**config.mk**
```make
export PLATFORM = sky130hd
export DESIGN_NAME = itel_front
export DESIGN_NICKNAME = d
export VERILOG_FILES = /design/src/rtl/itel_pkg.sv /design/src/rtl/itel_front.sv
export SDC_FILE = /design/constraint.sdc
export NUM_CORES = 2
export LEC_CHECK = 0
export BUFFER_PORTS_ARGS = -buffer_cell sky130_fd_sc_hd__buf_2
export CAP_MARGIN = 40
export CORE_UTILIZATION = 32
export DETAILED_ROUTE_END_ITERATION = 8
export GPL_TIMING_DRIVEN = 0
export SLEW_MARGIN = 20
export SYNTH_ARGS = -nofsm -noshare
export SYNTH_HDL_FRONTEND = slang
export SYNTH_SLANG_ARGS = --single-unit
export TNS_END_PERCENT = 20
```
**constraint.sdc**
```tcl
create_clock -name i_clk -period 10.23 [get_ports i_clk]
set_input_delay 3.069 -clock i_clk [delete_from_list [all_inputs] [get_ports i_clk]]
set_output_delay 3.069 -clock i_clk [all_outputs]
set_load 0.03 [all_outputs]
```
**src/rtl/itel_pkg.sv**
```systemverilog
// ----------------------------------------------------------------------------
// itel_pkg
// Types and constants shared by the impact threshold event log modules.
// ----------------------------------------------------------------------------
`timescale 1ns / 1ps
`default_nettype none

package itel_pkg;

    // Result kinds.
    localparam logic [2:0] KIND_RECORDED = 3'd0;
    localparam logic [2:0] KIND_BELOW    = 3'd1;
    localparam logic [2:0] KIND_DROPPED  = 3'd2;
    localparam logic [2:0] KIND_ENTRY    = 3'd3;
    localparam logic [2:0] KIND_EMPTY    = 3'd4;

    // Request opcodes.
    localparam logic OP_SAMPLE = 1'b0;
    localparam logic OP_DRAIN  = 1'b1;

    // 17 m/s^2 in units of 1/256 m/s^2.
    localparam logic [15:0] THRESHOLD_RESET = 16'd4352;

    localparam int PEND_W      = 7;
    localparam int QUEUE_DEPTH = 2;

    typedef struct packed {
        logic               opcode;
        logic signed [15:0] accel_x;
        logic signed [15:0] accel_y;
        logic signed [15:0] accel_z;
        logic [63:0]        sample_time;
    } t_in_item;

    typedef struct packed {
        logic [2:0]         result_kind;
        logic signed [15:0] out_x;
        logic signed [15:0] out_y;
        logic signed [15:0] out_z;
        logic [63:0]        out_time;
        logic [PEND_W-1:0]  pending_count;
        logic               last_result;
    } t_out_item;

    // One stored log entry.
    typedef struct packed {
        logic signed [15:0] accel_x;
        logic signed [15:0] accel_y;
        logic signed [15:0] accel_z;
        logic [63:0]        sample_time;
    } t_entry;

    // Classified request handed from the front end to the log controller.
    typedef struct packed {
        logic   is_drain;
        logic   above;
        t_entry entry;
    } t_cmd;

    typedef struct packed {
        logic              busy;
        logic [PEND_W-1:0] count;
    } t_back_status;

endpackage

`default_nettype wire

```
**src/rtl/itel_front.sv**
```systemverilog
// ----------------------------------------------------------------------------
// itel_front
// Accepts requests, squares a sample's axes and the threshold, compares the
// squared magnitude against the squared threshold and queues the classified request.
// ----------------------------------------------------------------------------
`timescale 1ns / 1ps
`default_nettype none

module itel_front (
    input  wire logic             i_clk,
    input  wire logic             i_rst_n,
    input  wire logic             i_in_valid,
    input  wire itel_pkg::t_in_item i_in_item,
    output logic                  o_in_stall,
    input  wire logic [15:0]      i_threshold,
    output logic                  o_push_valid,
    output itel_pkg::t_cmd        o_push_cmd,
    input  wire logic             i_q_full
);

    typedef enum logic [2:0] {
        F_IDLE = 3'b001,
        F_SQR  = 3'b010,
        F_CMP  = 3'b100
    } t_front_state;

    t_front_state       r_state;
    t_front_state       n_state;
    itel_pkg::t_in_item r_item;
    logic [31:0]        r_sq_x;
    logic [31:0]        r_sq_y;
    logic [31:0]        r_sq_z;
    logic [31:0]        r_thr_sq;
    logic signed [31:0] w_px;
    logic signed [31:0] w_py;
    logic signed [31:0] w_pz;
    logic [31:0]        w_pt;
    logic [31:0]        w_mag_sq;

    assign w_px = 32'(r_item.accel_x) * 32'(r_item.accel_x);
    assign w_py = 32'(r_item.accel_y) * 32'(r_item.accel_y);
    assign w_pz = 32'(r_item.accel_z) * 32'(r_item.accel_z);
    assign w_pt = 32'(i_threshold) * 32'(i_threshold);

    // Three squares of 16-bit values stay below 2^32.
    assign w_mag_sq = r_sq_x + r_sq_y + r_sq_z;

    assign o_in_stall = (r_state != F_IDLE);

    always_comb begin
        n_state      = r_state;
        o_push_valid = 1'b0;
        case (r_state)
            F_IDLE: begin
                if (i_in_valid) begin
                    n_state = (i_in_item.opcode == itel_pkg::OP_DRAIN) ? F_CMP : F_SQR;
                end
            end
            F_SQR: begin
                n_state = F_CMP;
            end
            F_CMP: begin
                if (!i_q_full) begin
                    o_push_valid = 1'b1;
                    n_state      = F_IDLE;
                end
            end
            default: begin
                n_state = F_IDLE;
            end
        endcase
    end

    always_comb begin
        o_push_cmd.is_drain          = (r_item.opcode == itel_pkg::OP_DRAIN);
        o_push_cmd.above             = (w_mag_sq > r_thr_sq);
        o_push_cmd.entry.accel_x     = r_item.accel_x;
        o_push_cmd.entry.accel_y     = r_item.accel_y;
        o_push_cmd.entry.accel_z     = r_item.accel_z;
        o_push_cmd.entry.sample_time = r_item.sample_time;
    end

    always_ff @(posedge i_clk) begin
        if (!i_rst_n) begin
            r_state <= F_IDLE;
        end else begin
            r_state <= n_state;
        end
    end

    always_ff @(posedge i_clk) begin
        if (r_state == F_IDLE && i_in_valid) begin
            r_item <= i_in_item;
        end
        if (r_state == F_SQR) begin
            r_sq_x   <= $unsigned(w_px);
            r_sq_y   <= $unsigned(w_py);
            r_sq_z   <= $unsigned(w_pz);
            r_thr_sq <= w_pt;
        end
    end

endmodule

`default_nettype wire

```
# Word-level counts from Yosys, hierarchy flattened
# Index checks and enable logic that the tools add are counted.
# totals
ff_bits	244
in_bits	133
out_inout_bits	116
word_cells	31
# op_classes
addsub	2
multipliers	4
magnitude_cmp	1
n_eq_ne	6
mux	6
n_reduce_logical	2
# ops
cell	count
$mul 16x16->32	4
$add 32x32->32	2
$gt 32x32->1	1
$mux 3	3
$pmux 3 s3	1
$ne 2x2->1 const B	2
$eq 3x1->1 const B	1
$eq 3x2->1 const B	1
$eq 3x3->1 const B	1
$ne 3x1->1 const B	1
$mux 1	2
$reduce_and 2->1	1
$logic_and 1x1->1	1

# Longest topological paths before layout
# depth
depth_word	3
mapped_depth	25

# Least setup slack after synthesis
# OpenSTA, ideal clock, no wires.
# synth_path
kind	input port to flip-flop
from	input port i_threshold[3]
to	register r_thr_sq[28], data pin
setup_ns	0.261
arrival_time_ns	8.479
slack_ns	1.490
cell_stages	22
cell_sequence	clkbuf_1 > nand2_1 > inv_1 > fa_1 > inv_1 > fa_1 > inv_1 > fa_1 > inv_1 > fa_1 > inv_1 > fa_1 > fa_1 > ha_1 > a21o_1 > a21o_1 > a21o_1 > a32o_1 > a31oi_1 > a211o_1 > nand2_1 > a311o_1
# synth_between
elab_chain_cells	1
# synth_lines
element	line_no	source
start, declared	itel_front.sv:15	input wire logic [15:0] i_threshold,
$mul 16x16->32	itel_front.sv:43	assign w_pt = 32'(i_threshold) * 32'(i_threshold);
via w_pt[28]	itel_front.sv:37	logic [31:0] w_pt;
end signal, assigned	itel_front.sv:99	r_thr_sq <= w_pt;
end, declared	itel_front.sv:33	logic [31:0] r_thr_sq;
# The timed path passes the listed nets, and every way through them passes these cells.
# A chain may end at the register's enable or synchronous reset.

==> flow_summary.yaml <==
die:
  core-area_mm2: 0.1361
  dieArea_mm2: 0.1395
  die_x_um: 373.5
  die_h_um: 373.5
  start_util: 0.3243
  ios: 249
  num_rows: 135
hold_path:
  min_path_type: "flip-flop to flip-flop"
worst_setup_path:
  start_kind: "flip-flop"
  crit_slowest_cell: "nor3b_1"
  crit_required_ns: 7.16
  critical_path_class: "flip-flop to primary output"
  crit_chain: "fa_1 -> ha_1 -> o21ai_2 -> a21oi_1 -> o2111a_1 -> a311o_1 -> nand4_1 -> o211ai_1 -> a2111oi_0 -> nor3b_1 -> ha_1 -> a21oi_1 -> o21ai_0 -> a2111oi_0 -> a31oi_1 -> buf_2"
  max_stage_delay_ns: 0.70
  critPathMaxFanout: 4
  crit_arrival_ns: 6.12
  end_kind: "primary output"
cells_and_area:
  fillers: 13824
  layout.nets: 6099
  final_util: 0.3581
  syn_to_final_growth_pct: 10.41
  layout-drive-gt1-share: 0.07466
clocking:
  post_cts_resized: 0
  cts_tree: "yes"
  cts_hold_buf: 0
  clockBufferDepth: 3
  cts_buffers: 29
  htree_levels: 1
  cts_setup_buffers: 0
  worst_setup_hold_path_clk_slew_ns: 0.06
  clock_latency_ns: 0.61
  cts_root_buf: "clkbuf_16"
  clock-sinks: 240
sta:
  drv_slew: 0
  skew_ns: 0.02555
  rsz0062_at_grt: "no"
  slew_headroom: 0.4508
  fin_crit_ns: 9.188
  timing.fmax_ghz: 0.1088
  hold_violations: 0
  post-route-period-util: 0.8981
  setup-violations-final: 0
  setup_tns_ns: 0
  tightest_slew_ns: 0.8220
yosys:
  synth_enable_flop_cells: 237
  synth_top_cell_area_share: 0.4085
  async_flop_share: 0
  synth_flop_cell: "edfxtp_1"
  netlist_instances: 4352
  ys_warn_count: 0
  synth_area_mm2: 0.04415
  synth.avg_cell_area_um2: 10.15
  ys_seq_area_frac: 0.1625
  synth_area_leaders: "fa_1 41%, edfxtp_1 16%, ha_1 12%"
  synth_seq_cells: 240
  synth_top_area_cell: "fa_1"
  synth_cell_types: 84
global_route:
  antenna_found_initial: 10
  grt_max_degree: 31
  grt_pass1_vias: 32406
  track_usage: 0.1531
  grt_pass1_wl_mm: 170.5
  gr-total-overflow: 0
placement:
  dp_hpwl_mm: 88.18
  gp_congestion: 0.8698
  io_buffers: 248
drt:
  via_per_inst: 4.597
  drc: 0
  vias: 29617
  drt-wirelength-per-cell_um: 16.00
  drtPass1Iterations: 7
  drt-total-wl_mm: 103.1
  first_iter_violations: 1470
  ant_nets: 0
run_status:
  status: "complete, no violations"
run:
  cap_viol_max_count: 0
state kept, by name (all words and copies together) (netlist names):
| register | cells |
|---|---|
| r_sq_z | 31 |
| r_thr_sq | 31 |
| r_sq_y | 31 |
| o_push_cmd | 113 |
| r_state | 3 |
| r_sq_x | 31 |
critical path, delay by kind of cell (launching register included):
kind,cells,cell delay (ns)
compound gates,10,2.63
fa+ha+maj,3,1.25
simple gates,2,0.88
flops,1,0.46
buf+inv,1,0.27
cell type report:
type	count	area (um^2)	share of cell area
sequential	240	7177	0.1472
timing repair buffer	256	1401	0.02875
inverter	1229	4613	0.09463
buffer	92	359.1	0.007366
tap	1781	2228	0.04571
clock buffer	36	762.0	0.01563
multi-input combinational	2792	32020	0.6569
antenna	1	2.502	0.00005133
clock inverter	16	182.7	0.003747
kinds of logic after synthesis:
group	synth area share
buffers and inverters	0.1126
adders and majority gates	0.5289
DFF	0.1625
muxes	0.0009351
AOI/OAI and AO/OA	0.06685
other	0.0001701
xor gates and xnor gates	0.03630
and+or+nand+nor	0.09167
cell usage after synthesis, drive strengths merged, types with 23 or more instances:
cell type / n
fa: 901
edfxtp: 237
inv: 1229
and2: 176
o21bai: 23
a21o: 65
o21ai: 82
nor3: 24
xnor2: 143
clkbuf: 85
nand2: 329
nand2b: 33
nand3: 33
a21oi: 114
nor2: 158
xor2: 40
a211oi: 24
ha: 425
layer usage:
| metal | track usage | up-vias | wire, um |
|---|---|---|---|
| met5 | 0 | - | 41 |
| met4 | 0.03719 | 6 | 2550 |
| met3 | 0.01850 | 136 | 5080 |
| met2 | 0.2626 | 692 | 50170 |
| met1 | 0.2047 | 14931 | 45250 |
| li1 | - | 13852 | - |
stage by stage:
stage	area (um^2)	cells	worst slack [ns]	hold WS [ns]
final	48750	6443	1.042	0.6632
after floorplan	44160	4353	1.490	0.4708
after detailed placement	47800	6390	0.5154	0.6638
after CTS	48750	6442	1.036	0.6734
after global routing	48750	6442	0.6471	0.6801
after global placement	47630	6382	-0.8114	0.5621
placed cells by master, fill, tap and decap left out, drive strengths merged, types with 6 or more instances in the layout:
cell / n
edfxtp: 237
a21o: 65
clkinv: 7
nor2: 158
nor3: 24
nor2b: 15
buf: 263
a2111oi: 7
ha: 425
a31oi: 17
nand2: 329
a211oi: 24
o21ai: 82
o31ai: 10
o21bai: 23
and3: 18
inv: 1233
nand4: 11
nand3: 33
xnor2: 143
nand2b: 33
o21a: 20
and2: 176
or4: 6
o211ai: 7
a31o: 13
xor2: 40
a21oi: 114
fa: 901
clkbuf: 121
or3: 8
or2: 7
path summary, 6_finish.rpt:
check                           startpoint                    to  slack, ns  depth (start not counted)
hold reg to reg   o_push_cmd[96]$_DFFE_PP_   r_sq_x[0]$_DFFE_PP_       0.66                          0
setup reg to reg  o_push_cmd[95]$_DFFE_PP_  r_sq_y[29]$_DFFE_PP_       2.19                         20
hold / removal    o_push_cmd[96]$_DFFE_PP_   r_sq_x[0]$_DFFE_PP_       0.66                          0
setup / recovery       r_sq_x[4]$_DFFE_PP_       o_push_cmd[112]       1.04                         16
Power is left out: the tool's default activity adds up to more than one toggle a clock period on the data nets, which glitch-free logic cannot reach.
