File: src/rtl/itel_pkg.sv
// ----------------------------------------------------------------------------
// itel_pkg
// Types and constants shared by the impact threshold event log modules.
// ----------------------------------------------------------------------------
`timescale 1ns / 1ps
`default_nettype none

package itel_pkg;

    // Result kinds.
    localparam logic [2:0] KIND_RECORDED = 3'd0;
    localparam logic [2:0] KIND_BELOW    = 3'd1;
    localparam logic [2:0] KIND_DROPPED  = 3'd2;
    localparam logic [2:0] KIND_ENTRY    = 3'd3;
    localparam logic [2:0] KIND_EMPTY    = 3'd4;

    // Request opcodes.
    localparam logic OP_SAMPLE = 1'b0;
    localparam logic OP_DRAIN  = 1'b1;

    // 17 m/s^2 in units of 1/256 m/s^2.
    localparam logic [15:0] THRESHOLD_RESET = 16'd4352;

    localparam int PEND_W      = 7;
    localparam int QUEUE_DEPTH = 2;

    typedef struct packed {
        logic               opcode;
        logic signed [15:0] accel_x;
        logic signed [15:0] accel_y;
        logic signed [15:0] accel_z;
        logic [63:0]        sample_time;
    } t_in_item;

    typedef struct packed {
        logic [2:0]         result_kind;
        logic signed [15:0] out_x;
        logic signed [15:0] out_y;
        logic signed [15:0] out_z;
        logic [63:0]        out_time;
        logic [PEND_W-1:0]  pending_count;
        logic               last_result;
    } t_out_item;

    // One stored log entry.
    typedef struct packed {
        logic signed [15:0] accel_x;
        logic signed [15:0] accel_y;
        logic signed [15:0] accel_z;
        logic [63:0]        sample_time;
    } t_entry;

    // Classified request handed from the front end to the log controller.
    typedef struct packed {
        logic   is_drain;
        logic   above;
        t_entry entry;
    } t_cmd;

    typedef struct packed {
        logic              busy;
        logic [PEND_W-1:0] count;
    } t_back_status;

endpackage

`default_nettype wire

File: src/rtl/itel_fifo.sv
// ----------------------------------------------------------------------------
// itel_fifo
// Short request queue between the front end and the log controller.
// ----------------------------------------------------------------------------
`timescale 1ns / 1ps
`default_nettype none

module itel_fifo (
    input  wire logic           i_clk,
    input  wire logic           i_rst_n,
    input  wire logic           i_push,
    input  wire itel_pkg::t_cmd i_push_cmd,
    output logic                o_full,
    input  wire logic           i_pop,
    output itel_pkg::t_cmd      o_head,
    output logic                o_empty
);

    localparam int QAW = (itel_pkg::QUEUE_DEPTH > 1) ? $clog2(itel_pkg::QUEUE_DEPTH) : 1;
    localparam int QCW = $clog2(itel_pkg::QUEUE_DEPTH + 1);

    itel_pkg::t_cmd r_slot [itel_pkg::QUEUE_DEPTH];
    logic [QAW-1:0] r_wr_ptr;
    logic [QAW-1:0] r_rd_ptr;
    logic [QCW-1:0] r_fill;
    logic           w_do_push;
    logic           w_do_pop;

    assign o_full    = (r_fill == QCW'(itel_pkg::QUEUE_DEPTH));
    assign o_empty   = (r_fill == '0);
    assign o_head    = r_slot[r_rd_ptr];
    assign w_do_push = i_push && !o_full;
    assign w_do_pop  = i_pop && !o_empty;

    always_ff @(posedge i_clk) begin
        if (!i_rst_n) begin
            r_wr_ptr <= '0;
            r_rd_ptr <= '0;
            r_fill   <= '0;
        end else begin
            if (w_do_push) begin
                r_wr_ptr <= (r_wr_ptr == QAW'(itel_pkg::QUEUE_DEPTH - 1)) ? '0
                                                                         : r_wr_ptr + 1'b1;
            end
            if (w_do_pop) begin
                r_rd_ptr <= (r_rd_ptr == QAW'(itel_pkg::QUEUE_DEPTH - 1)) ? '0
                                                                         : r_rd_ptr + 1'b1;
            end
            if (w_do_push && !w_do_pop) begin
                r_fill <= r_fill + 1'b1;
            end else if (w_do_pop && !w_do_push) begin
                r_fill <= r_fill - 1'b1;
            end
        end
    end

    always_ff @(posedge i_clk) begin
        if (w_do_push) begin
            r_slot[r_wr_ptr] <= i_push_cmd;
        end
    end

endmodule

`default_nettype wire

File: config.mk
export PLATFORM = sky130hd
export DESIGN_NAME = itel_fifo
export DESIGN_NICKNAME = d
export VERILOG_FILES = /design/src/rtl/itel_pkg.sv /design/src/rtl/itel_fifo.sv
export SDC_FILE = /design/constraint.sdc
export NUM_CORES = 1
export LEC_CHECK = 0
export BUFFER_PORTS_ARGS = -buffer_cell sky130_fd_sc_hd__buf_2
export CORE_UTILIZATION = 52
export DETAILED_ROUTE_END_ITERATION = 10
export GPL_TIMING_DRIVEN = 0
export PLACE_DENSITY_LB_ADDON = 0.1
export SLEW_MARGIN = 30
export SYNTH_ARGS = -nofsm -noshare
export SYNTH_HDL_FRONTEND = slang
export SYNTH_SLANG_ARGS = --single-unit
File: constraint.sdc
create_clock -name i_clk -period 7.4 [get_ports i_clk]
set_input_delay 0 -clock i_clk [delete_from_list [all_inputs] [get_ports i_clk]]
set_output_delay 0 -clock i_clk [all_outputs]
set_load 0.05 [all_outputs]
# --- Word-level counts from Yosys, hierarchy flattened ---
# Memories as Yosys holds them, arrays and structs flattened. A register that Yosys moved wholly into a read port is not among the register bits.
# Index checks and enable logic that the tools add are counted.
totals:
  register_bits: 4
  ram_bits: 228
  output_inout_bits: 116
  n_memories: 1
op_classes:
  n_addsub: 4
  n_eq_ne: 1
  n_mux: 8
  reduce_logical: 10
mem_list:
  columns: ["memory", "words", "word_bits", "rd", "rd_clocked_by_memory_dff", "write_ports", "line_no", "rtl"]
  rows:
  - ["r_slot", 2, 114, 1, 1, 1, "itel_fifo.sv:22", "itel_pkg::t_cmd r_slot [itel_pkg::QUEUE_DEPTH];"]
ops:
  columns: ["cell", "count"]
  rows:
  - ["$mux 1", 6]
  - ["$logic_and 1x1->1", 4]
  - ["$logic_not 1->1", 4]
  - ["$mux 2", 2]
  - ["$add 1x1->1 const B", 2]
  - ["$add 2x1->2 const B", 1]
  - ["$eq 2x2->1 const B", 1]
  - ["$logic_not 2->1", 1]
  - ["$reduce_bool 2->1", 1]
  - ["$sub 2x1->2 const B", 1]

# --- Depth between registers and ports, before layout ---
# Gate-level depths: netlist of the first run.
logic_depth:
  word_depth: 7
  mapped_depth: 7
  mapped_depth_nobuf: 7

# --- Worst setup path after synthesis of the first run ---
# No wires, ideal clock.
synth_path:
  path_type: "register to register"
  from: "register r_fill[0]"
  to: "memory r_slot[0][0] (netlist bit), enable pin"
  setup_time_ns: 0.568
  t_arrival_ns: 5.096
  required_ns: 6.832
  setup_slack_ns: 1.736
  stages_incl_launch_ff: 4
  n_path_buf: 0
  period_less_slack_ns: 5.664
  cell_sequence: "dfxtp_1 -> nand2b_1 -> inv_2 -> nor3_2"
synth_between:
  elab_chain_cells: 5
synth_rtl:
  columns: ["item", "line_no", "rtl"]
  rows:
  - ["start, declared", "itel_fifo.sv:25", "logic [QCW-1:0] r_fill;"]
  - ["start signal, assigned", "itel_fifo.sv:50", "r_fill <= r_fill + 1'b1;"]
  - ["start signal, assigned", "itel_fifo.sv:52", "r_fill <= r_fill - 1'b1;"]
  - ["$eq 2x2->1", "itel_fifo.sv:29", "assign o_full = (r_fill == QCW'(itel_pkg::QUEUE_DEPTH));"]
  - ["via o_full", "itel_fifo.sv:13", "output logic o_full,"]
  - ["$logic_not 1->1", "itel_fifo.sv:32", "assign w_do_push = i_push && !o_full;"]
  - ["$logic_and 1x1->1", "itel_fifo.sv:32", null]
  - ["$mux 1", "itel_fifo.sv:58", "if (w_do_push) begin"]
  - ["$mux 1 (not written as such)", "itel_fifo.sv:59", "r_slot[r_wr_ptr] <= i_push_cmd;"]
  - ["end, declared", "itel_fifo.sv:22", null]
# The timed path passes the listed nets, and every way through them passes these cells.

# --- Worst setup path in the final report of the first run ---
layout_path:
  from: "register r_fill[0]"
  to: "memory r_slot[1][75] (netlist bit), enable pin"
layout_between:
  elab_chain_cells: 5
layout_rtl:
  columns: ["item", "line_no"]
  rows:
  - ["$eq 2x2->1", "itel_fifo.sv:29"]
  - ["$logic_not 1->1", "itel_fifo.sv:32"]
  - ["$logic_and 1x1->1", "itel_fifo.sv:32"]
  - ["$mux 1", "itel_fifo.sv:58"]
  - ["$mux 1 (not written as such)", "itel_fifo.sv:59"]
# Every way passes these cells.

==> results of run 1 <==
## cell type report
| type | count | area, µm² | area share (%) |
|---|---|---|---|
| Buffer | 13 | 119 | 0.971 |
| Sequential cell | 233 | 6950 | 56.8 |
| Clock buffer | 25 | 626 | 5.11 |
| Inverter | 2 | 7.51 | 0.0613 |
| Multi-Input combinational cell | 132 | 1650 | 13.5 |
| Tap cell | 216 | 270 | 2.21 |
| Timing Repair Buffer | 363 | 2510 | 20.5 |
| Clock inverter | 18 | 113 | 0.920 |
## routing by layer
metal  vias to the layer above  global-route usage, %  wire [µm]
li1                       2297                      -          -
met1                      2395                   24.6       6870
met2                       190                   37.4       9330
met3                        34                   4.71       1290
met4                         0                   7.30        435
met5                         -                      0          0
## logic make-up after synthesis
| kind of cell | Yosys count | synth area share, % |
|---|---|---|
| buf+inv | 15 | 1.45 |
| flops | 233 | 79.8 |
| mux | 114 | 17.3 |
| xor+xnor | 3 | 0.302 |
| simple gates | 9 | 0.632 |
| fa+ha+maj | 1 | 0.144 |
| compound gates | 5 | 0.374 |
## path summary, 6_finish.rpt
kind	end	slack, ps	depth (start not counted)
max	r_slot[1][75]$_DFFE_PP_	5280	5
min	r_slot[0][35]$_DFFE_PP_	210	2
max reg2reg	r_slot[1][75]$_DFFE_PP_	5280	5
min reg2reg	r_fill[1]$_SDFFE_PN0P_	530	2
## cell usage in the layout, fill, tap and decap left out
| cell | n |
|---|---|
| a21boi_0 | 1 |
| a21boi_1 | 1 |
| and2_1 | 3 |
| and3_4 | 1 |
| buf_12 | 3 |
| buf_2 | 238 |
| buf_6 | 15 |
| buf_8 | 2 |
| bufinv_16 | 1 |
| clkbuf_16 | 25 |
| clkinv_1 | 9 |
| clkinv_2 | 5 |
| clkinv_4 | 1 |
| clkinvlp_4 | 2 |
| dfxtp_1 | 5 |
| dlygate4sd3_1 | 118 |
| edfxtp_1 | 228 |
| ha_1 | 1 |
| inv_1 | 1 |
| inv_2 | 1 |
| mux2_2 | 54 |
| mux2_4 | 60 |
| nand2b_1 | 1 |
| nor2_1 | 2 |
| nor3_4 | 1 |
| o21a_1 | 1 |
| o21ai_0 | 1 |
| o21ai_1 | 1 |
| or3_1 | 1 |
| xnor2_1 | 2 |
| xor2_1 | 1 |
## timing repair
action / CTS / global route
buffers inserted: 0 / 0
hold endpoints to repair: 241 / 0
hold buffers: 118 / 0
setup endpoints to repair: 0 / 0
## power groups by stage
stage	Combinational, µW	Clock (µW)	Sequential (µW)
after floorplan	1310	0	1740
after global placement	1610	0	1760
after detailed placement	1670	0	1730
after CTS	1730	1140	1700
after global routing	1790	1190	1720
final	1720	1120	1700
## worst max-delay path: stages (launching register included)
cell and delay, ps:
dfxtp_1 410, nand2b_1 210, and3_4 390, buf_12 260, buf_12 240, buf_12 250
## registers in the layout (all words and copies together) (netlist names), named ones only
register and cells:
r_wr_ptr 1, r_fill 2, r_slot 228, r_rd_ptr 1
## stage by stage
| stage | instances | setup slack [ps] |
|---|---|---|
| 2_1_floorplan | 380 | 1740 |
| 3_3_place_gp | 829 | -371 |
| 5_1_grt | 1002 | 5110 |
| 3_5_place_dp | 841 | 5300 |
| 6_report | 1002 | 5280 |
| 4_1_cts | 1002 | 5290 |
==> out/metrics.yaml, run 1 <==
cells_and_area:
  post-route-util_pct: 76.0
  fin_nets: 889
  syn_to_final_growth_pct: 40.6
  final_area_um2: 12200
  num_antenna_cells: 0
  fillCellCount: 980
  drive_above_1_share_pct: 52.0
run_status:
  outcome: "completed"
worst_hold_path:
  hold_class: "input pin to flip-flop"
  min_from: "i_push_cmd[35]"
placement:
  place_area_um2: 10300
  io_buffers: 233
  dp_hpwl_um: 11000
  place_congestion: 0.751
floorplanning:
  io_pins: 234
  die-area_um2: 17300
  die_h_um: 131
  num_rows: 46
  initial_core_util_pct: 54.0
  core_um2: 16100
  fp.dieW_um: 131
synthesis:
  yosysSeqAreaShare_pct: 79.8
  synthTopCellsByCount: "edfxtp_1 (228), mux2_4 (60), mux2_2 (54)"
  synth-seq-cells: 233
  synth-main-ff-cell: "edfxtp_1"
  netlist.area_leader.share_pct: 78.6
  yosysTopAreaCell: "edfxtp_1"
  synth_area_um2: 8710
  synth_warnings: 0
  yosysMostFrequentCell: "edfxtp_1"
  postSynthCellCount: 380
  synth_cell_type_count: 23
  async_flop_share_pct: 0
  synth_top_cells_by_area: "edfxtp_1 (79%), mux2_4 (10%), mux2_2 (7.0%)"
  syn_avg_cell_area_um2: 22.9
  synth_enable_flop_cells: 228
  syn-num-nets: 499
cts:
  cts_max_level: 1
  cts-resized-gates: 0
  cts_inserted_buffers: 25
  cts_root_buffer: "clkbuf_16"
  path_clk_slew_ps: 60
  clock_latency_ps: 500
  cts_sinks: 233
  clockBufferDepth: 3
  cts_tree: "built"
timing:
  tns_ps: 0
  fin_skew_ps: 7.78
  max_freq_ghz: 0.473
  setup_viol: 0
  period_share_pct: 28.6
  tightestPinTransition_ps: 605
  finalHoldWorstSlack_ps: 214
  hold_violations: 0
  maxSlewViolCount: 0
  rsz0062_at_grt: "no"
  period_needed_ps: 2120
  relSlewSlack_pct: 59.6
grt:
  grt_pass1_wl_um: 27900
  grt_pass1_vias: 5365
  grt_max_degree: 35
  gr-total-overflow: 0
  grt_use_total_pct: 20.9
  antenna_found_initial: 0
detailed_routing:
  wl_um: 17900
  final_antenna_net_count: 0
  num_vias: 4916
  detail_route.vias_per_cell: 4.91
  wl_per_cell_um: 17.9
  drt_pass1_iterations: 4
  drc: 0
  drtIter0Drc: 177
power_and_ir_drop:
  power_switching_uw: 1680
  p_leak_uw: 0.00479
  total_power_uw: 4540
  power.share.switching_pct: 36.9
  seqPwrFrac_pct: 37.5
  peakVddDrop_v: 0.000280
  internal-power_uw: 2870
  power_density_nw_per_um2: 371
  p_clk_share_pct: 24.6
  combPwrFrac_pct: 38.0
worst_setup_path:
  endpoint_kind: "flip-flop"
  critPathKind: "flip-flop to flip-flop"
  critPathMaxFanout: 34
  worst_setup_path_start_kind: "flip-flop"
  worstPathRequired_ps: 7590
  reg2reg_from: "r_fill[0]$_SDFFE_PN0P_"
  critPathLaunch: "r_fill[0]$_SDFFE_PN0P_"
  arrival_ps: 2300
flow_run:
  cap_viol_max_count: 0
(Power assumes the default switching activity.)
==> inputs of run 2 (changes only) <==
==> constraint.sdc (replaced) <==
create_clock -name i_clk -period 2.1 [get_ports i_clk]
set_input_delay 0 -clock i_clk [delete_from_list [all_inputs] [get_ports i_clk]]
set_output_delay 0 -clock i_clk [all_outputs]
set_load 0.05 [all_outputs]
==> run 2 against run 1 <==
  * Cell count is 0.20% higher
  * Final area increased by 0.34%
  * Routed wire length down 4.9%
  * Sequential share of layout area decreased by 0.18 points
  * Via count is 0.55% lower
  * First-iteration DRC count up 13%
  * Critical path type unchanged
  * Largest cell class unchanged
  * Core utilization is 0.26 points higher
  * Total power increased to 3.5 times the previous value
  * Sequential power rose to 3.5 times the previous value
  * Worst setup slack got worse by 5100 ps
==> out/metrics.yaml, run 2 (synthesized netlist as in run 1, its figures left out) <==
timing:
  setup_viol: 0  # unchanged
  fin_skew_ps: 13.9  # +6.09 ps
  finalHoldWorstSlack_ps: 219  # +5.01 ps
  period_needed_ps: 1950  # -170 ps
  max_freq_ghz: 0.514  # +8.8%
  relSlewSlack_pct: 71.3  # +12 points
  period_share_pct: 92.6  # +64 points
  rsz0062_at_grt: "no"
  maxSlewViolCount: 0  # unchanged
  hold_violations: 0  # unchanged
  tightestPinTransition_ps: 429  # -176 ps
detailed_routing:
  drtIter0Drc: 200  # +13%
  drt_pass1_iterations: 4  # unchanged
  detail_route.vias_per_cell: 4.87  # -0.75%
  num_vias: 4889  # -0.55%
  final_antenna_net_count: 0  # unchanged
  drc: 0  # unchanged
  wl_um: 17000  # -4.9%
  wl_per_cell_um: 17.0  # -5.1%
worst_hold_path:
  min_from: "i_push_cmd[14]"
  min_path_cells: 2  # unchanged
  worst_hold_path.endpoint: "r_slot[1][14]$_DFFE_PP_"
  hold_class: "input pin to flip-flop"
floorplanning:
  io_pins: 234  # unchanged
  die_h_um: 131  # unchanged
  core_um2: 16100  # unchanged
  die-area_um2: 17300  # unchanged
  num_rows: 46  # unchanged
  initial_core_util_pct: 54.0  # unchanged
  fp.dieW_um: 131  # unchanged
cts:
  clockBufferDepth: 3  # unchanged
  cts_max_level: 1  # unchanged
  cts_inserted_buffers: 24  # -4.0%
  cts_sinks: 233  # unchanged
  path_clk_slew_ps: 60  # about the same
  cts_tree: "built"
  cts_root_buffer: "clkbuf_16"
  cts-resized-gates: 0  # unchanged
  clock_latency_ps: 510  # about the same
  cts_setup_buffers: 0  # unchanged
grt:
  gr-total-overflow: 0  # unchanged
  grt_pass1_wl_um: 26800  # -3.9%
  grt_max_degree: 48  # +37%
  grt_pass1_vias: 5380  # +0.28%
  grt_use_total_pct: 19.8  # -1.0 points
  antenna_found_initial: 1  # +1
power_and_ir_drop:
  power_density_nw_per_um2: 1310  # +250%
  peakVddDrop_v: 0.000986  # +250%
  p_leak_uw: 0.00479  # +0.10%
cells_and_area:
  syn_to_final_growth_pct: 41.0
  top_regs: "r_slot (228), r_fill (2)"
  top_register: "r_slot"
  multi_input_area_um2: 1650  # +0.46%
  final_cells: 1004  # +0.20%
  final_area_um2: 12300  # +0.34%
  fillCellCount: 963  # -1.7%
  final_cell_mix: "buf_2 (238), edfxtp_1 (228), dlygate4sd3_1 (118), mux2_4 (60), mux2_2 (54)"
  final_common_cell: "buf_2"
  drive_above_1_share_pct: 52.1  # +0.061 points
  regArea_um2: 6950  # about the same
  largest_reg_flops: 228  # unchanged
  fin_nets: 888  # -0.11%
placement:
  dp_hpwl_um: 10700  # -2.2%
  place_congestion: 0.736  # -2.0%
  io_buffers: 233  # unchanged
  dp.cells: 841  # unchanged
  place_area_um2: 10400  # +0.36%
worst_setup_path:
  reg2reg_from: "r_fill[0]$_SDFFE_PN0P_"
  r2r_slack_ps: 150  # -5130 ps
  critPathMaxFanout: 13  # -62%
  worstPathRequired_ps: 2320  # -5270 ps
  cp_slowest_cell: "dfxtp_2"
  slowest_delay_ps: 380  # -30 ps
  crit_chain: "nand2b_4 > inv_8 > nor3_4 > buf_6 > buf_8 > buf_8 > buf_6"
  reg2reg_depth: 7  # +2
  arrival_ps: 2160  # -140 ps
  cp_num_buf_inv: 5  # +2
  worst_setup_path_start_kind: "flip-flop"
  crit_family: "buffers and inverters"
  rr_endpoint: "r_slot[0][75]$_DFFE_PP_"
  critPathKind: "flip-flop to flip-flop"
  endpoint_kind: "flip-flop"
run_status:
  outcome: "completed"
flow_run:
  cap_viol_max_count: 0  # unchanged
==> run 2: cell types whose count changed in the layout (fill, tap and decap cells not counted), sizes merged <==
cell	delta
clkbuf	+10
clkinvlp	+1
diode	+1
clkinv	-10
==> run 2: worst max-delay path by stage <==
stage	start	to	slack [ps]	depth (start not counted)
after floorplan	r_fill[0]$_SDFFE_PN0P_	r_slot[0][0]$_DFFE_PP_	-1670	3
after global placement	r_fill[0]$_SDFFE_PN0P_	r_slot[0][76]$_DFFE_PP_	-2980	3
after detailed placement	r_fill[0]$_SDFFE_PN0P_	r_slot[0][76]$_DFFE_PP_	100	7
after CTS	r_fill[0]$_SDFFE_PN0P_	r_slot[0][75]$_DFFE_PP_	100	7
after global routing	r_fill[0]$_SDFFE_PN0P_	r_slot[0][75]$_DFFE_PP_	40	7
final	r_fill[0]$_SDFFE_PN0P_	r_slot[0][75]$_DFFE_PP_	150	7
==> run 2: routing by layer <==
layer | track usage [%] | part of all wire, %
met4 | 7.11 | 2.2
met2 | 35.8 | 53
met3 | 4.17 | 6.0
met5 | 0 | 0
met1 | 23.3 | 39
==> run 2: through the flow <==
step                util [%]  setup slack, ps  setup TNS (ps)  power, µW
finish                  76.2              154               0      16100
global route            76.2             40.7               0      16700
CTS                     76.2              104               0      16200
detailed placement      64.3             98.4               0      12000
global placement        63.1            -2980         -454400      11900
floorplan                  -            -1670         -227730      10700
==> run 2: cell type report <==
cell class | instances | area share, %
repair buffers | 363 | 20.6
diodes | 1 | 0.0204
flip-flops and latches | 233 | 56.6
multi-input cells | 132 | 13.5
clock buffers | 35 | 5.40
plain buffers | 13 | 0.968
clock inverters | 9 | 0.621
inverters | 2 | 0.122
well taps | 216 | 2.20
==> run 2: report_power, final <==
part / internal (µW) / switching, µW
clock network: 2320 / 1620
logic: 2040 / 4090
registers: 5840 / 167
total: 10200 / 5880
==> run 2: what timing repair did <==
item,4_1_cts,5_1_grt
hold buffers,118,0
endpoints found under the setup margin,0,6
hold endpoints to repair,237,0
==> inputs of run 3 (changes only) <==
--- a/config.mk
+++ b/config.mk
@@ -9,7 +9,7 @@
 export CORE_UTILIZATION = 52
 export DETAILED_ROUTE_END_ITERATION = 10
 export GPL_TIMING_DRIVEN = 0
-export PLACE_DENSITY_LB_ADDON = 0.1
+export PLACE_DENSITY = 0.84
 export SLEW_MARGIN = 30
 export SYNTH_ARGS = -nofsm -noshare
 export SYNTH_HDL_FRONTEND = slang
==> run 3 against run 2 <==
  * Register-to-register slack worse by 20 ps
  * Core utilization is 0.40 points lower
  * Routed wire length increased by 12%
  * Global-route usage grew 2.2 points
  * Die area did not move
  * Clock skew fell by 7.4 ps
  * Fmax decreased by 0.86%
  * Flip-flop and latch count unchanged
  * Via count increased by 2.5%
  * Non-clock buffer count unchanged
  * Critical path depth grew 1
  * Largest power group unchanged
  * Highest routed layer unchanged
==> out/metrics.yaml, run 3 (synthesized netlist as in run 1, its figures left out) <==
cells_and_area:
  final_common_cell: "buf_2"
  syn_to_final_growth_pct: 40.3
  final_cell_mix: "buf_2 (238), edfxtp_1 (228), dlygate4sd3_1 (118), mux2_4 (60), mux2_2 (54)"
  largest_reg_flops: 228  # unchanged
  final_area_um2: 12200  # -0.53%
  top_regs: "r_slot (228), r_fill (2)"
  fin_nets: 888  # unchanged
  top_register: "r_slot"
  drive_above_1_share_pct: 51.7  # -0.44 points
timing:
  max_freq_ghz: 0.510  # -0.86%
  finalHoldWorstSlack_ps: 221  # +1.60 ps
  tightestPinTransition_ps: 498  # +68.8 ps
  setup_viol: 0  # unchanged
  maxSlewViolCount: 0  # unchanged
  period_share_pct: 93.5  # +0.81 points
  rsz0062_at_grt: "no"
  period_needed_ps: 1960  # +16.9 ps
  relSlewSlack_pct: 66.8  # -4.5 points
  hold_violations: 0  # unchanged
  fin_skew_ps: 6.45  # -7.43 ps
power_and_ir_drop:
  p_leak_uw: 0.00477  # -0.44%
  internal-power_uw: 10000  # -1.4%
  seqPwrFrac_pct: 37.7  # +0.3 points
  power_switching_uw: 5940  # +1.0%
  peakVddDrop_v: 0.000910  # -7.8%
  power_density_nw_per_um2: 1310  # about the same
  power.share.switching_pct: 37.1  # +0.57 points
  combPwrFrac_pct: 38.5  # +0.4 points
  p_clk_share_pct: 23.8  # -0.7 points
worst_hold_path:
  hold_class: "input pin to flip-flop"
detailed_routing:
  drt_pass1_iterations: 4  # unchanged
  drtIter0Drc: 237  # +19%
  num_vias: 5012  # +2.5%
  detail_route.vias_per_cell: 4.99  # +2.5%
  final_antenna_net_count: 0  # unchanged
  wl_per_cell_um: 19.1  # +12%
  drc: 0  # unchanged
  wl_um: 19200  # +12%
floorplanning:
  initial_core_util_pct: 54.0  # unchanged
  fp.dieW_um: 131  # unchanged
  core_um2: 16100  # unchanged
  die_h_um: 131  # unchanged
  num_rows: 46  # unchanged
  die-area_um2: 17300  # unchanged
  io_pins: 234  # unchanged
placement:
  place_area_um2: 10300  # -0.36%
  io_buffers: 233  # unchanged
  place_congestion: 0.782  # +6.2%
  dp_hpwl_um: 11500  # +7.1%
cts:
  cts_max_level: 1  # unchanged
  cts-resized-gates: 0  # unchanged
  cts_inserted_buffers: 24  # unchanged
  path_clk_slew_ps: 60  # about the same
  cts_sinks: 233  # unchanged
  cts_root_buffer: "clkbuf_16"
  clock_latency_ps: 490  # -20 ps
  cts_tree: "built"
  clockBufferDepth: 3  # unchanged
worst_setup_path:
  arrival_ps: 2160  # about the same
  critPathMaxFanout: 15  # +2
  worst_setup_path_start_kind: "flip-flop"
  critPathKind: "flip-flop to flip-flop"
  endpoint_kind: "flip-flop"
  worstPathRequired_ps: 2290  # -30 ps
grt:
  grt_use_total_pct: 22.1  # +2.2 points
  grt_pass1_wl_um: 29400  # +9.6%
  gr-total-overflow: 0  # unchanged
  grt_pass1_vias: 5550  # +3.2%
  grt_max_degree: 43  # -10%
  antenna_found_initial: 2  # +1
flow_run:
  cap_viol_max_count: 0  # unchanged
run_status:
  outcome: "completed"
## run 3: cell types whose count changed in the layout (fill, tap and decap cells not counted), moves of 2 or more
cell	change
clkinv_1	+2
clkinvlp_4	-3
buf_8	-3
buf_12	+2
buf_16	-2
buf_6	+2
## run 3: repair_timing
action	in CTS	in global routing
buffers inserted	1	0
hold buffers	118	0
endpoints found under the hold margin	233	0
setup endpoints to repair	24	0
## run 3: metal layers
| layer | GRT usage (%) | vias up | wire length (µm) |
|---|---|---|---|
| met5 | 0 | - | 0 |
| li1 | - | 2293 | - |
| met3 | 4.24 | 34 | 1210 |
| met1 | 25.7 | 2455 | 7220 |
| met4 | 5.94 | 0 | 427 |
| met2 | 41.2 | 230 | 10300 |
## run 3: power groups by stage
stage | registers, µW | logic [µW] | clock network (µW)
floorplan | 6100 | 4650 | 0
global placement | 6140 | 5690 | 0
detailed placement | 6110 | 5920 | 0
CTS | 6020 | 6130 | 3840
global route | 6070 | 6390 | 4040
finish | 6030 | 6160 | 3800
## run 3: final cells by class
class / count / area (µm²)
diodes: 2 / 5.00
plain buffers: 13 / 119
clock buffers: 36 / 667
clock inverters: 7 / 35.0
fillers: 920 / 3900
inverters: 2 / 15.0
multi-input cells: 132 / 1650
flip-flops and latches: 233 / 6950
well taps: 216 / 270
repair buffers: 363 / 2500
## run 3: worst max-delay path: stages (launching register included)
cell and delay [ps]:
dfxtp_2 380, nand2b_4 180, inv_8 40, nor3_4 140, buf_6 190, buf_6 180
buf_6 170, buf_6 160, buf_6 200
## run 3: final timing paths
path | from | end | slack, ps | cells after the start
hold reg to reg | r_fill[1]$_SDFFE_PN0P_ | r_fill[1]$_SDFFE_PN0P_ | 590 | 2
setup / recovery | r_fill[0]$_SDFFE_PN0P_ | r_slot[0][96]$_DFFE_PP_ | 140 | 8
hold / removal | i_push_cmd[78] | r_slot[0][78]$_DFFE_PP_ | 220 | 2
setup reg to reg | r_fill[0]$_SDFFE_PN0P_ | r_slot[0][96]$_DFFE_PP_ | 140 | 8
## run 3: stage by stage
stage | TNS, ps | setup WS [ps] | util [%] | instances | power [µW]
floorplan | -227730 | -1670 | - | 380 | 10700
global placement | -422570 | -2790 | 63.1 | 829 | 11800
detailed placement | -4100 | -248 | 64.0 | 840 | 12000
CTS | 0 | 135 | 75.8 | 1002 | 16000
global route | 0 | 47.2 | 75.8 | 1004 | 16500
finish | 0 | 137 | 75.8 | 1004 | 16000
